**config.mk**
```make
export PLATFORM = sky130hd
export DESIGN_NAME = ctt_regs
export DESIGN_NICKNAME = d
export VERILOG_FILES = /design/src/hw/rtl/ctt_pkg.sv /design/src/hw/rtl/ctt_regs.sv
export SDC_FILE = /design/constraint.sdc
export NUM_CORES = 1
export LEC_CHECK = 0
export BUFFER_PORTS_ARGS = -buffer_cell sky130_fd_sc_hd__buf_4
export CAP_MARGIN = 20
export CORE_ASPECT_RATIO = 0.8
export CORE_MARGIN = 2
export CORE_UTILIZATION = 38
export DETAILED_ROUTE_END_ITERATION = 10
export PLACE_DENSITY = 0.76
export SLEW_MARGIN = 20
export SYNTH_ARGS = -nofsm -noshare
export SYNTH_HDL_FRONTEND = slang
export SYNTH_SLANG_ARGS = --single-unit
```
**constraint.sdc**
```tcl
create_clock -name clk_i -period 0.8 [get_ports clk_i]
set_input_delay 0.04 -clock clk_i [delete_from_list [all_inputs] [get_ports clk_i]]
set_output_delay 0.04 -clock clk_i [all_outputs]
set_load 0.01 [all_outputs]
```
**src/hw/rtl/ctt_pkg.sv**
```systemverilog
`default_nettype none
// ----------------------------------------------------------------------------
// ctt_pkg
// Shared types, constants and codes of the context counter table.
// ----------------------------------------------------------------------------
package ctt_pkg;

  localparam int unsigned BUCKETS_DEF       = 4096;
  localparam int unsigned MAX_WAYS_DEF      = 16;
  localparam int unsigned TAG_BITS_DEF      = 8;
  localparam int unsigned ARRAY_CONTEXT_DEF = 8;
  localparam int unsigned COUNT_BITS_DEF    = 16;

  // key = (ctx * 786433 + 196613) mod (2^36 - 1); 786433 = 2^19 + 2^18 + 1
  localparam int unsigned KEY_W    = 36;
  localparam logic [63:0] HASH_ADD = 64'd196613;
  localparam logic [KEY_W-1:0] HASH_MOD = 36'hF_FFFF_FFFF;

  localparam int unsigned FREQ_W  = 26;
  localparam int unsigned TOTAL_W = 28;
  localparam int unsigned ALPHA_W = 10;
  localparam int unsigned LIMIT_W = 16;
  localparam int unsigned WAYSR_W = 5;

  localparam int unsigned CFG_AW = 4;
  localparam logic [1:0] REG_HASHED_MODE = 2'd0;
  localparam logic [1:0] REG_ALPHA_SCALE = 2'd1;
  localparam logic [1:0] REG_COUNT_LIMIT = 2'd2;
  localparam logic [1:0] REG_WAYS_IN_USE = 2'd3;

  localparam logic KIND_LOOKUP = 1'b0;
  localparam logic KIND_UPDATE = 1'b1;

  typedef struct packed {
    logic        kind;
    logic [63:0] context_req;
    logic [1:0]  symbol;
  } in_req_t;

  typedef struct packed {
    logic [FREQ_W-1:0]  freq_a;
    logic [FREQ_W-1:0]  freq_c;
    logic [FREQ_W-1:0]  freq_g;
    logic [FREQ_W-1:0]  freq_t;
    logic [TOTAL_W-1:0] freq_total;
  } out_rsp_t;

  typedef struct packed {
    logic               hashed_mode;
    logic [ALPHA_W-1:0] alpha_scale;
    logic [LIMIT_W-1:0] count_limit;
    logic [WAYSR_W-1:0] ways_in_use;
  } cfg_t;

  typedef struct packed {
    logic clr_step;
    logic load_in;
    logic hash_p;
    logic hash_key;
    logic mod_step;
    logic mem_we;
    logic cnt_load;
    logic mul;
    logic emit;
  } ctrl_cmd_t;

  typedef struct packed {
    logic clr_done;
    logic mod_done;
    logic hashed;
    logic kind;
    logic out_busy;
  } ctrl_status_t;

  typedef enum logic [8:0] {
    S_CLEAR = 9'b000000001,
    S_IDLE  = 9'b000000010,
    S_HASH  = 9'b000000100,
    S_KEY   = 9'b000001000,
    S_MOD   = 9'b000010000,
    S_READ  = 9'b000100000,
    S_EXEC  = 9'b001000000,
    S_MUL   = 9'b010000000,
    S_EMIT  = 9'b100000000
  } state_e;

endpackage
`default_nettype wire

```
**src/hw/rtl/ctt_regs.sv**
```systemverilog
`default_nettype none
// ----------------------------------------------------------------------------
// ctt_regs
// APB-style configuration registers.
// ----------------------------------------------------------------------------
module ctt_regs import ctt_pkg::*; (
  input  wire logic              clk_i,
  input  wire logic              rst_ni,
  input  wire logic              psel,
  input  wire logic              penable,
  input  wire logic              pwrite,
  input  wire logic [CFG_AW-1:0] paddr,
  input  wire logic [31:0]       pwdata,
  output logic      [31:0]       prdata,
  output logic                   pready,
  output cfg_t                   cfg_o
);

  cfg_t       cfg_q;
  logic [1:0] idx;
  logic       wr;

  assign idx    = paddr[3:2];
  assign wr     = psel && penable && pwrite;
  assign pready = 1'b1;
  assign cfg_o  = cfg_q;

  always_ff @(posedge clk_i or negedge rst_ni) begin
    if (!rst_ni) begin
      cfg_q.hashed_mode <= 1'b1;
      cfg_q.alpha_scale <= ALPHA_W'(1);
      cfg_q.count_limit <= LIMIT_W'(65535);
      cfg_q.ways_in_use <= WAYSR_W'(8);
    end else if (wr) begin
      case (idx)
        REG_HASHED_MODE: cfg_q.hashed_mode <= pwdata[0];
        REG_ALPHA_SCALE: cfg_q.alpha_scale <= pwdata[ALPHA_W-1:0];
        REG_COUNT_LIMIT: cfg_q.count_limit <= pwdata[LIMIT_W-1:0];
        REG_WAYS_IN_USE: cfg_q.ways_in_use <= pwdata[WAYSR_W-1:0];
        default: ;
      endcase
    end
  end

  always_comb begin
    case (idx)
      REG_HASHED_MODE: prdata = 32'(cfg_q.hashed_mode);
      REG_ALPHA_SCALE: prdata = 32'(cfg_q.alpha_scale);
      REG_COUNT_LIMIT: prdata = 32'(cfg_q.count_limit);
      REG_WAYS_IN_USE: prdata = 32'(cfg_q.ways_in_use);
      default:         prdata = 32'd0;
    endcase
  end

endmodule
`default_nettype wire

```
Word-level counts from Yosys, hierarchy flattened

Index checks and enable logic that the tools add are counted.

Register bits after elaboration: 32
Input port bits: 41
Output and inout port bits: 65
Word-level logic and storage cells: 15

Eq/ne operators: 3
Muxes and demuxes: 1
Reduce and logical (&&, ||, !) cells: 7

Operators with widths:

| operator                                      | number |
|---|---|
| case mux 32 bit (4 select lines)              | 1 |
| AND reduction 2 bit                           | 4 |
| == test 2 bit, second input constant          | 2 |
| == test 2 x 1 -> 1 bit, second input constant | 1 |
| logical AND 1 bit                             | 2 |
| logical NOT 2 bit                             | 1 |

Longest topological paths before layout

Word-level depth: 3
Gate-level depth with buffers: 6
Mapped depth without buffers: 3

Worst setup path before layout

Ideal clock, no wire load.

Path type: input to register
From: in paddr[3]
To: reg cfg_q (netlist bit cfg_o[10])
Setup time: 0.082 ns
Arrival: 1.022 ns
Data required time: 0.718 ns
Slack: -0.305 ns
Cell stages on the path: 6
Path through: buf_6 > nor2b_4 > and2_4 > buf_8 > buf_12 > mux2_4

Word-level cells in the longest chain between the ends: 2

Ends and longest elaborated chain:

| item                          | RTL line       | RTL |
|---|---|---|
| start, declared               | ctt_regs.sv:12 | `input wire logic [CFG_AW-1:0] paddr,` |
| == test 2 bit                 | ctt_regs.sv:35 | `case (idx)` |
| AND reduction 2 bit (no line) | n/a            |  |
| end, declared                 | ctt_regs.sv:19 | `cfg_t cfg_q;` |

No other way between the ends.
A chain may end at the register's enable or synchronous reset.

Worst setup path after layout

From: reg cfg_q (netlist bit cfg_o[0])
To: out prdata[0]

Word-level cells in the longest chain between the ends: 1

Ends and longest elaborated chain:

| item                             | RTL line       | RTL |
|---|---|---|
| case mux 32 bit (4 select lines) | ctt_regs.sv:46 | `case (idx)` |
| end, declared                    | ctt_regs.sv:14 | `output logic [31:0] prdata,` |

No other way between the ends. The select of a mux whose other input is x is not followed.

==> summary.txt <==
Synth
  – Seq/Total Area, Yosys: 0.494
  – Async set-reset flop share out of synthesis: 1.00
  – Synth Area in Compound Gates: 0.0472
  – Mux cell area share after synthesis: 0.281
  – Number of synthesized flops with an enable pin: 0
  – Primary FF master, synth: dfstp_2
  – Post-synth cell types: 21
  – Yosys reg bits: 32
  – Synth Area in Simple Gates: 0.0569
  – Largest family of logic cells by synthesized area: multiplexers
  – Adder-Cell Fraction of Synth Area: 0
  – Mapped Cells: 117
  – Mapped Area: 1670 sq um
  – Yosys warnings: 0
  – Post-Syn Area per Cell: 14.3 sq um
  – XOR/XNOR Fraction of Synth Area: 0

Floorplanning
  – Initial Utilization: 0.397
  – # rows: 21
  – Core area: 4200 sq um
  – # IOs: 106
  – Die area: 4950 sq um
  – Die Ht: 63.3 um
  – Die width: 78.1 um

STA
  – Slew Viols, Final: 0
  – Endpoints failing hold: 0
  – Tmin final: 1360 ps
  – Final worst path period share: 1.70
  – RSZ-0062 raised after global routing: true
  – Hold Slack: 1.82 ps
  – Clock skew: 0 ps
  – Setup ws final: -562 ps
  – Final Setup Violations: 70
  – Top achievable clock speed: 734 MHz

Finish
  – Design Area, Final: 3110 sq um
  – Finished Layout Cells: 302
  – Final Core Density: 0.739
  – Fraction of layout cells with a size suffix above 1: 0.780
  – Fill cells: 284
  – Final nets: 285
  – Max reg flops: 32
  – Multi-input gate area: 792 sq um
  – Reg area: 825 sq um
  – Layout area overhead: 86.1%
  – Ant diodes: 0

Power and ir drop
  – Design Power: 7390 uW
  – Power Internal: 5360 uW
  – Clk pwr share: 0.185
  – Register share of total power: 0.340
  – Worst vdd ir: 1390 uV
  – Sw frac: 0.276
  – Logic pwr share: 0.475
  – Power per cell area: 2380 nW/um^2
  – Pleak: 0.00153 uW
  – Psw: 2040 uW

Global routing
  – Initial antenna violation count: 0
  – All-layer global routing usage: 0.201
  – GRT overflow: 0
  – First-pass GRT wire length: 7620 um
  – Largest net degree at the start of global routing: 33
  – Vias in the first global route: 1468

Critical path
  – Critical path arrival: 1320 ps
  – R2R setup slack: -220 ps
  – Critical Path RT: 760 ps
  – Type of origin of the critical path: register
  – CP Class: register to primary output
  – Worst-path fanout max: 2
  – Worst setup EP type: primary output

Clock network
  – Clock sink count: 32
  – Worst-Skew Late Latency: 280 ps
  – CTS Buf Count: 5
  – Clock-pin slew on the worst setup and hold paths: 60 ps
  – H-Tree Depth: 2
  – Clock Tree Buf Depth: 2
  – Root Driver: clkbuf_8
  – CTS tree: done

Route
  – 1st-pass router iterations: 4
  – Wire per inst: 16.8 um
  – 1st-iter DRT viols: 75
  – DR DRC count: 0
  – Vias: 1381
  – WL final: 5080 um
  – Via density per instance: 4.57
  – Final ANT Viol Nets: 0

Outcome
  – Failing checks: negative setup slack
  – Run status: complete, but fails checks

Placed design
  – Placer Congestion: 0.760
  – Dpl cell area: 2340 sq um
  – PortBufs: 70
  – HPWL Detailed: 2910 um
  – Placed cell count: 259

Worst hold path
  – Worst Hold Class: primary input to register

Run
  – MaxCap Viol Count: 0
[synthesized netlist by cell type, types with 2 or more instances]
master | n | share of area
mux2_2 | 26 | 0.18
dfstp_2 | 19 | 0.30
buf_4 | 17 | 0.076
dfrtp_1 | 13 | 0.19
mux2_4 | 10 | 0.090
a22o_1 | 9 | 0.047
and2_1 | 6 | 0.022
buf_2 | 2 | 0.0060
buf_6 | 2 | 0.013
conb_1 | 2 | 0.0045
[through the flow]
stage                     worst slack (ps)  setup TNS, ps
after floorplan                       -294          -6510
after global placement                -294         -10180
after detailed placement              -315         -10620
after CTS                             -539         -12840
after global routing                  -586         -16900
final                                 -562         -14920
[power by group through the flow]
stage	Sequential (uW)	Combinational, uW	Clock, uW
after global placement	2440	2230	0
after floorplan	2620	860	0
after global routing	2560	3720	1480
after CTS	2500	3070	1380
final	2510	3520	1370
after detailed placement	2460	2260	0
[logic make-up after synthesis]
group,count (synthesis)
muxes,37
DFF,32
buffers and inverters,23
and+or+nand+nor,14
AOI/OAI and AO/OA,9
other,2
[critical path: stages, from the launching register on]
cell,delay [ps]
dfrtp_1,400
mux4_2,500
buf_6,140
[what timing repair did]
action                                 in CTS  in global routing
hold buffers                               10                  0
resized for setup                          79                 29
endpoints found under the hold margin      24                  0
setup buffers                              16                 19
pin swaps                                   2                  3
setup endpoints to repair                  69                 71
[routing by layer]
| metal | share of wire | vias up | global-route usage |
|---|---|---|---|
| met3 | 0.044 | 5 | 0.0458 |
| met2 | 0.53 | 51 | 0.342 |
| met4 | 0.0087 | 0 | 0.0526 |
| met1 | 0.41 | 698 | 0.260 |
| met5 | 0 | - | 0 |
| li1 | - | 627 | - |
[worst paths after layout]
check | startpoint | endpoint | cells past startpoint
max in group asynchronous | rst_ni | cfg_o[8]$_DFFE_PN1P_ | 2
setup / recovery | cfg_o[0]$_DFFE_PN0P_ | prdata[0] | 2
hold / removal | pwdata[13] | cfg_o[18]$_DFFE_PN1P_ | 2
setup reg to reg | cfg_o[0]$_DFFE_PN0P_ | cfg_o[0]$_DFFE_PN0P_ | 3
hold reg to reg | cfg_o[27]$_DFFE_PN0P_ | cfg_o[27]$_DFFE_PN0P_ | 1
min in group asynchronous | rst_ni | cfg_o[25]$_DFFE_PN0P_ | 2
[layout by cell type (no fill, tap or decap), drive strengths merged, types with 7 or more instances in the layout]
cell type / instances
buf: 118
mux2: 36
dfstp: 19
conb: 17
dfrtp: 13
a22o: 9
dlygate4sd3: 9
clkbuf: 8
and2: 7
[final cells by class]
class                      count  share of cell area
sequential                    32               0.265
multi-input combinational     77               0.255
tap                           57              0.0229
clock buffer                   8              0.0322
timing repair buffer         128               0.425
(Power assumes the default switching activity.)
