**src/hw/rtl/ctt_pkg.sv**
```systemverilog
`default_nettype none
// ----------------------------------------------------------------------------
// ctt_pkg
// Shared types, constants and codes of the context counter table.
// ----------------------------------------------------------------------------
package ctt_pkg;

  localparam int unsigned BUCKETS_DEF       = 4096;
  localparam int unsigned MAX_WAYS_DEF      = 16;
  localparam int unsigned TAG_BITS_DEF      = 8;
  localparam int unsigned ARRAY_CONTEXT_DEF = 8;
  localparam int unsigned COUNT_BITS_DEF    = 16;

  // key = (ctx * 786433 + 196613) mod (2^36 - 1); 786433 = 2^19 + 2^18 + 1
  localparam int unsigned KEY_W    = 36;
  localparam logic [63:0] HASH_ADD = 64'd196613;
  localparam logic [KEY_W-1:0] HASH_MOD = 36'hF_FFFF_FFFF;

  localparam int unsigned FREQ_W  = 26;
  localparam int unsigned TOTAL_W = 28;
  localparam int unsigned ALPHA_W = 10;
  localparam int unsigned LIMIT_W = 16;
  localparam int unsigned WAYSR_W = 5;

  localparam int unsigned CFG_AW = 4;
  localparam logic [1:0] REG_HASHED_MODE = 2'd0;
  localparam logic [1:0] REG_ALPHA_SCALE = 2'd1;
  localparam logic [1:0] REG_COUNT_LIMIT = 2'd2;
  localparam logic [1:0] REG_WAYS_IN_USE = 2'd3;

  localparam logic KIND_LOOKUP = 1'b0;
  localparam logic KIND_UPDATE = 1'b1;

  typedef struct packed {
    logic        kind;
    logic [63:0] context_req;
    logic [1:0]  symbol;
  } in_req_t;

  typedef struct packed {
    logic [FREQ_W-1:0]  freq_a;
    logic [FREQ_W-1:0]  freq_c;
    logic [FREQ_W-1:0]  freq_g;
    logic [FREQ_W-1:0]  freq_t;
    logic [TOTAL_W-1:0] freq_total;
  } out_rsp_t;

  typedef struct packed {
    logic               hashed_mode;
    logic [ALPHA_W-1:0] alpha_scale;
    logic [LIMIT_W-1:0] count_limit;
    logic [WAYSR_W-1:0] ways_in_use;
  } cfg_t;

  typedef struct packed {
    logic clr_step;
    logic load_in;
    logic hash_p;
    logic hash_key;
    logic mod_step;
    logic mem_we;
    logic cnt_load;
    logic mul;
    logic emit;
  } ctrl_cmd_t;

  typedef struct packed {
    logic clr_done;
    logic mod_done;
    logic hashed;
    logic kind;
    logic out_busy;
  } ctrl_status_t;

  typedef enum logic [8:0] {
    S_CLEAR = 9'b000000001,
    S_IDLE  = 9'b000000010,
    S_HASH  = 9'b000000100,
    S_KEY   = 9'b000001000,
    S_MOD   = 9'b000010000,
    S_READ  = 9'b000100000,
    S_EXEC  = 9'b001000000,
    S_MUL   = 9'b010000000,
    S_EMIT  = 9'b100000000
  } state_e;

endpackage
`default_nettype wire

```
**src/hw/rtl/ctt_ctrl.sv**
```systemverilog
`default_nettype none
// ----------------------------------------------------------------------------
// ctt_ctrl
// Sequencer: clear pass, hashing, table read, update or frequency output.
// ----------------------------------------------------------------------------
module ctt_ctrl import ctt_pkg::*; (
  input  wire logic         clk_i,
  input  wire logic         rst_ni,
  input  wire logic         in_valid_i,
  output logic              in_stall_o,
  input  ctrl_status_t      status_i,
  output ctrl_cmd_t         cmd_o
);

  state_e state_q, state_d;

  always_ff @(posedge clk_i or negedge rst_ni) begin
    if (!rst_ni) begin
      state_q <= S_CLEAR;
    end else begin
      state_q <= state_d;
    end
  end

  assign in_stall_o = (state_q != S_IDLE);

  always_comb begin
    state_d = state_q;
    cmd_o   = '0;
    case (state_q)
      S_CLEAR: begin
        if (status_i.clr_done) begin
          state_d = S_IDLE;
        end else begin
          cmd_o.clr_step = 1'b1;
        end
      end
      S_IDLE: begin
        if (in_valid_i) begin
          cmd_o.load_in = 1'b1;
          state_d = status_i.hashed ? S_HASH : S_READ;
        end
      end
      S_HASH: begin
        cmd_o.hash_p = 1'b1;
        state_d = S_KEY;
      end
      S_KEY: begin
        cmd_o.hash_key = 1'b1;
        state_d = S_MOD;
      end
      S_MOD: begin
        if (status_i.mod_done) begin
          state_d = S_READ;
        end else begin
          cmd_o.mod_step = 1'b1;
        end
      end
      S_READ: state_d = S_EXEC;
      S_EXEC: begin
        if (status_i.kind == KIND_UPDATE) begin
          cmd_o.mem_we = 1'b1;
          state_d = S_IDLE;
        end else begin
          cmd_o.cnt_load = 1'b1;
          state_d = S_MUL;
        end
      end
      S_MUL: begin
        cmd_o.mul = 1'b1;
        state_d = S_EMIT;
      end
      S_EMIT: begin
        if (!status_i.out_busy) begin
          cmd_o.emit = 1'b1;
          state_d = S_IDLE;
        end
      end
      default: state_d = S_CLEAR;
    endcase
  end

endmodule
`default_nettype wire

```
**config.mk**
```make
export PLATFORM = sky130hd
export DESIGN_NAME = ctt_ctrl
export DESIGN_NICKNAME = d
export VERILOG_FILES = /design/src/hw/rtl/ctt_pkg.sv /design/src/hw/rtl/ctt_ctrl.sv
export SDC_FILE = /design/constraint.sdc
export NUM_CORES = 1
export LEC_CHECK = 0
export ABC_AREA = 1
export CORE_MARGIN = 2
export CORE_UTILIZATION = 50
export CTS_BUF_LIST = sky130_fd_sc_hd__clkbuf_16
export CTS_CLUSTER_DIAMETER = 80
export CTS_CLUSTER_SIZE = 30
export DETAILED_ROUTE_END_ITERATION = 7
export DONT_BUFFER_PORTS = 1
export RECOVER_POWER = 25
export SETUP_SLACK_MARGIN = 0.02
export SLEW_MARGIN = 5
export SYNTH_ARGS = -nofsm -noshare
export SYNTH_HDL_FRONTEND = slang
export SYNTH_SLANG_ARGS = --single-unit
```
**constraint.sdc**
```tcl
create_clock -name clk_i -period 3.5 [get_ports clk_i]
set_clock_uncertainty 0.15 [all_clocks]
set_input_delay 0.35 -clock clk_i [delete_from_list [all_inputs] [get_ports clk_i]]
set_output_delay 0.35 -clock clk_i [all_outputs]
set_load 0.01 [all_outputs]
```
* After elaboration in Yosys (flattened, before gate mapping)
Cells that the tools add are included.
** Word-level totals
- Bits of input ports :: 8
- Output and inout bits :: 10
- Word-level logic and storage cells :: 37
- Flip-flop bits (word level) :: 9
** Cells by class
- Equality and inequality tests :: 14
- Multiplexer cells :: 21
- Reduce and logical (&&, ||, !) cells :: 1
** Operator list (count)
- $pmux 9 s9 :: 1
- $mux 9 :: 4
- $mux 1 :: 13
- $eq 9x1->1 const B :: 1
- $eq 9x2->1 const B :: 1
- $eq 9x3->1 const B :: 1
- $eq 9x4->1 const B :: 1
- $eq 9x5->1 const B :: 1
- $eq 9x6->1 const B :: 1
- $eq 9x7->1 const B :: 1
- $eq 9x8->1 const B :: 1
- $eq 9x9->1 const B :: 1
- $ne 9x2->1 const B :: 1
- $mux 8 :: 1
- $ne 2x2->1 const B :: 4
- $mux 6 :: 1
- $reduce_and 4->1 :: 1
- $mux 2 :: 1

* Logic depth before layout (Yosys ltp)
Gate-level depths: netlist of the first run.
- Word-level depth :: 3
- Mapped depth :: 9
- Depth with buffers taken out :: 9

* Worst setup path before layout of the first run
No wires, ideal clock.
- Kind :: reg2out
- From :: reg state_q[2]
- To :: out cmd_o[0] (netlist bit)
- Path slack :: 1.924 ns
- Required time :: 3.000 ns
- Arrival time :: 1.076 ns
- Stages on the path, launching flop included :: 4
- Path buffers :: 0
- Cell sequence :: dfrtp_1 nor2_4 nand2_1 nor4_1
** RTL lines
- from (decl) :: line ctt_ctrl.sv:15 : state_e state_q, state_d;
- from (signal assigned) :: line ctt_ctrl.sv:21 : state_q <= state_d;
- to (decl) :: line ctt_ctrl.sv:12 : output ctrl_cmd_t cmd_o

==> results of run 1 <==
[layer usage]
| layer | up-vias | GRT usage [%] | wire length, um |
|---|---|---|---|
| met5 | - | 0 | 0 |
| li1 | 292 | - | - |
| met4 | 0 | 16.4 | 37 |
| met3 | 5 | 6.11 | 55 |
| met1 | 254 | 27.8 | 640 |
| met2 | 16 | 34.7 | 646 |
[critical path: stages (launching register included)]
cell	delay, ns
dfrtp_1	0.41
nor2_4	0.17
nand2_1	0.12
nor4_1	0.47
[power by group]
group | switching, W | internal (W)
Combinational | 0.000133 | 0.0000678
Clock | 0.0000509 | 0.000149
Sequential | 0.0000206 | 0.000127
Total | 0.000204 | 0.000344
[cell usage after synthesis]
cell,instances
o21ai_0,1
dfstp_2,1
a21oi_1,2
dfrtp_1,8
nand3_4,1
nand3_1,7
nor2_4,6
nand2_2,2
nand2_1,18
inv_2,2
nor3_2,1
nor3_1,3
inv_1,16
nand2_4,1
nor2_2,3
nor2_1,18
nand3_2,1
nor4_1,1
[layout by cell type, fill, tap and decap left out]
| master | count |
|---|---|
| a21oi_1 | 2 |
| clkbuf_16 | 3 |
| dfrtp_1 | 8 |
| dfstp_2 | 1 |
| dlygate4sd3_1 | 1 |
| inv_1 | 17 |
| inv_2 | 2 |
| nand2_1 | 18 |
| nand2_2 | 2 |
| nand2_4 | 1 |
| nand3_1 | 7 |
| nand3_2 | 1 |
| nand3_4 | 1 |
| nor2_1 | 18 |
| nor2_2 | 3 |
| nor2_4 | 6 |
| nor3_1 | 3 |
| nor3_2 | 1 |
| nor4_1 | 1 |
| o21ai_0 | 1 |
[worst max-delay path by stage]
stage	start	end	slack, ns	cells past startpoint
2_1_floorplan	state_q[2]	cmd_o[0]	1.92	3
3_3_place_gp	state_q[2]	cmd_o[0]	1.85	3
3_5_place_dp	state_q[2]	cmd_o[0]	1.83	3
4_1_cts	state_q[2]	cmd_o[0]	1.58	3
5_1_grt	state_q[2]	cmd_o[0]	1.54	3
6_report	state_q[2]	cmd_o[0]	1.60	3
[metrics by stage]
step	utilization, %	cell area [um^2]
floorplan	-	648
global placement	57.6	666
detailed placement	57.6	666
CTS	65.3	754
global route	65.3	754
finish	65.3	754
[final cells by class]
cell class              instances  area, um^2  area share (%)
clock buffers                   3        75.1            9.95
clock inverters                 1        3.75           0.498
inverters                      18        67.6            8.96
well taps                      14        17.5            2.32
repair buffers                  1        10.0            1.33
multi-input cells              65         354            46.9
flip-flops and latches          9         226            30.0
[what timing repair did]
item / 4_1_cts / 5_1_grt
hold endpoints to repair: 9 / 0
gates resized for setup: 0 / 0
hold buffers: 1 / 0
[kinds of logic (layout without fill, tap and decap cells)]
family	count (synthesis)	after routing	synth area share, %
simple gates	62	62	52.3
buf+inv	18	23	10.4
flops	9	9	34.9
compound gates	3	3	2.32
==> impl_metrics.csv, run 1 <==
group,metric,value,unit
run_status,outcome,"finished, final reports clean",
pwr,p_leak,0.429,nW
timing,period_minus_slack,1.90,ns
critical_path,crit_arrival,1.40,ns
die,start_util,56.1,%
synthesis,ys_seq_area_share,34.9,%
finish,fin_nets,106,
critical_path,endpoint_kind,"output port",
critical_path,start_kind,"register",
routing,drcViolationCount,0,
synthesis,ys_ff_latch,9,
timing,finalSetupViolations,0,
synthesis,yosysTopAreaCell,"dfrtp_1",
cts,clk_pin_slew,0.04,ns
critical_path,crit_fanout,3,
placement,dp.cells,106,
routing,drt_pass1_iterations,4,
placement,hpwl,1010,um
timing,hold_ws,0.0327,ns
timing,max_freq,526,MHz
cts,tritoncts,"built",
timing,slew_violations,0,
finish,instances_no_fill,111,
timing,final.setup.worst_slack,1.60,ns
cts,root_buffer,"clkbuf_16",
critical_path,ff2ff_path_depth,8,
cts,cts_made_buffers,3,
timing,rsz0062_at_grt,"false",
routing,drtAntennaViolNets,0,
routing,wire_per_inst,12.4,um
timing,post-route-period-util,54.3,%
synthesis,syn_inst,92,
critical_path,r2r_slack,2.08,ns
critical_path,worstReg2RegEnd,"state_q[2]",
global_routing,grt_pass1_wl,2330,um
global_routing,grtUsageTotal,22.9,%
min_path,hold_class,"input port to register",
synthesis,synth_area_per_cell,7.04,um^2
finish,reg_top3,"state_q: 9 flops",
die,die_y,40.0,um
die,die_w,40.0,um
cts,cts-htree-levels,1,
routing,drt_iter0_drc,14,
die,die-area,1600,um^2
timing,final_hold_viol_count,0,
finish,area_delta_synth_final,16.4,%
routing,routed_wirelength,1380,um
synthesis,synth_cell_types,18,
critical_path,crit_type,"register to output port",
pwr,ir_worst_vdd,0.000369,V
routing,dr_total_vias,567,
placement,pre_cts_slack,1.83,ns
pwr,powerDensity,726,nW/um^2
die,coreArea,1160,um^2
synthesis,netlist_area,648,um^2
finish,largest_register,"state_q",
synthesis,syn-num-nets,100,
pwr,power,0.000548,W
global_routing,grt_overflow,0,
cts,max-clock-path-buffers,2,
synthesis,yosysWarnings,0,
placement,place_congestion,0.795,
cts,cts.sinks,9,
min_path,holdPathStages,1,
min_path,timing.hold.worst_endpoint,"state_q[7]",
global_routing,first_global_vias,568,
global_routing,antenna_found_initial,0,
min_path,hp-start,"status_i[1]",
die,rows,12,
timing,finalSetupTns,0,ns
die,io_pins,18,
finish,diodes,0,
timing,worstMarginPinSlew,0.515,ns
global_routing,grt_max_degree,10,
finish,largest_register_ffs,9,
synthesis,synth_top_area_share,30.9,%
job,maxCapViolations,0,
timing,relSlewSlack,65.4,%
finish,drive_gt1_share,21.6,%
critical_path,required,3.00,ns
finish,fill_cells,86,
synthesis,synth.area.top_cells,"dfrtp_1 31%, nand2_1 10%, nor2_1 10%",
routing,viasPerCell,5.11,
placement,port_buffers,0,
cts,clk_latency,0.24,ns
critical_path,worst_r2r_startpoint,"state_q[2]",
cts,cts_setup_buffers,0,
Note: power is estimated with default switching activity, not from simulation.
==> run 2, diff against run 1 <==
==> constraint.sdc (replaced) <==
create_clock -name clk_i -period 1.9 [get_ports clk_i]
set_clock_uncertainty 0.15 [all_clocks]
set_input_delay 0.19 -clock clk_i [delete_from_list [all_inputs] [get_ports clk_i]]
set_output_delay 0.19 -clock clk_i [all_outputs]
set_load 0.01 [all_outputs]
==> run 2 against run 1 <==
Clock power increased by 86%. Sequential share of layout area decreased by 1.5 points. Flip-flop and latch count unchanged. Die area unchanged. Final area increased by 5.3%. Clock-buffer cell count unchanged. Global-route usage increased by 1.9 points. Worst setup slack got worse by 1.4 ns. First-iteration DRC count decreased by 7.1%. Final cell count increased by 3.6%. Sequential power increased by 84%. Highest routed layer unchanged.
==> impl_metrics.csv, run 2 (synthesized netlist as in run 1, its figures left out) <==
group,metric,value,unit
global_routing,grt_pass1_wl,2480,um
routing,dr_total_vias,583,
routing,drt_pass1_iterations,4,
timing,period_minus_slack,1.74,ns
timing,slew_violations,0,
timing,finalSetupViolations,0,
critical_path,crit_arrival,1.40,ns
routing,viasPerCell,5.07,
finish,largest_register_ffs,9,
cts,postCtsHoldBufs,5,
critical_path,cp_cell_sequence,"nor2_4 -> nand2_1 -> nor4_1",
min_path,hp-start,"status_i[2]",
timing,final_hold_viol_count,0,
die,coreArea,1160,um^2
die,rows,12,
cts,cts_setup_buffers,0,
die,start_util,56.1,%
cts,clk_latency,0.24,ns
finish,mostFrequentLayoutCells,"18 x nand2_1, 18 x nor2_1, 17 x inv_1, 8 x dfrtp_1, 7 x nand3_1",
finish,utilization,68.7,%
placement,port_buffers,0,
finish,diodes,0,
finish,reg_top3,"state_q: 9 flops",
min_path,hold_class,"input port to register",
routing,drcViolationCount,0,
die,io_pins,18,
critical_path,start_kind,"register",
run_status,outcome,"finished, final reports clean",
routing,routed_wirelength,1480,um
global_routing,antenna_found_initial,0,
global_routing,first_global_vias,575,
timing,finalSetupTns,0,ns
cts,cts.sinks,9,
placement,hpwl,1010,um
die,die_y,40.0,um
cts,root_buffer,"clkbuf_16",
cts,tritoncts,"built",
placement,pre_cts_slack,0.392,ns
timing,final.setup.worst_slack,0.161,ns
timing,post-route-period-util,91.5,%
critical_path,slowest_stage,"nor4_1",
placement,place_area,666,um^2
critical_path,cp_top_family,"simple AND/OR/NAND/NOR gates",
cts,clk_pin_slew,0.04,ns
critical_path,required,1.56,ns
cts,cts-resized-gates,0,
global_routing,grt_max_degree,10,
timing,rsz0062_at_grt,"false",
global_routing,grt_overflow,0,
critical_path,max_stage_delay,0.47,ns
critical_path,crit_fanout,3,
timing,max_freq,575,MHz
critical_path,endpoint_kind,"output port",
timing,relSlewSlack,65.6,%
finish,drive_gt1_share,20.8,%
finish,design_area,795,um^2
die,die_w,40.0,um
pwr,powerDensity,1290,nW/um^2
pwr,p_leak,0.445,nW
cts,max-clock-path-buffers,2,
routing,wire_per_inst,12.9,um
critical_path,cp_num_buf_inv,0,
timing,worstMarginPinSlew,0.511,ns
critical_path,worst_r2r_startpoint,"state_q[6]",
critical_path,crit_type,"register to output port",
finish,area_delta_synth_final,22.6,%
global_routing,grtUsageTotal,24.8,%
routing,drt_iter0_drc,13,
critical_path,cp-startpoint,"state_q[2]",
finish,fin_nets,110,
pwr,ir_worst_vdd,0.000691,V
die,die-area,1600,um^2
cts,cts_made_buffers,3,
job,maxCapViolations,0,
routing,drtAntennaViolNets,0,
cts,cts-htree-levels,1,
finish,largest_register,"state_q",
placement,place_congestion,0.795,
run 2: changes by cell type in the layout (fill, tap and decap cells not counted), sizes merged:
| cell | delta |
|---|---|
| dlygate4sd3 | +4 |
run 2: cell type report:
type | count | area, um^2
Clock buffer | 3 | 75.1
Clock inverter | 1 | 3.75
Fill cell | 87 | 362
Inverter | 18 | 67.6
Multi-Input combinational cell | 65 | 354
Sequential cell | 9 | 226
Tap cell | 14 | 17.5
Timing Repair Buffer | 5 | 50.0
run 2: worst paths after layout:
kind                              end  slack [ns]  cells after the start
setup / recovery             cmd_o[0]        0.16                      3
hold / removal             state_q[5]        0.02                      3
setup reg to reg           state_q[1]        0.46                      7
hold reg to reg            state_q[0]        0.44                      3
max in group asynchronous  state_q[0]        1.08                      1
min in group asynchronous  state_q[6]        0.18                      1
run 2: metal layers:
metal / share of wire, % / GRT usage, %
met5: 0 / 0
met1: 46 / 29.9
met3: 4.8 / 7.22
met2: 47 / 37.9
met4: 2.6 / 16.4
run 2: power by group:
| part | switching (W) | internal, W | total [W] | leakage (nW) |
|---|---|---|---|---|
| clock | 0.0000967 | 0.000275 | 0.000372 | 0.0423 |
| combinational | 0.000249 | 0.000130 | 0.000380 | 0.283 |
| sequential | 0.0000380 | 0.000233 | 0.000271 | 0.120 |
run 2: worst min-delay path, delay by kind of cell:
family | cells | cell delay [ns]
AND/OR/NAND/NOR | 3 | 0.18
run 2: through the flow:
stage	hold slack (ns)	std cells	power, W
after floorplan	-0.256	92	0.000580
after global placement	-0.255	106	0.000634
after detailed placement	-0.255	106	0.000634
after CTS	0.0227	115	0.00102
after global routing	0.0619	115	0.00110
final	0.0244	115	0.00102
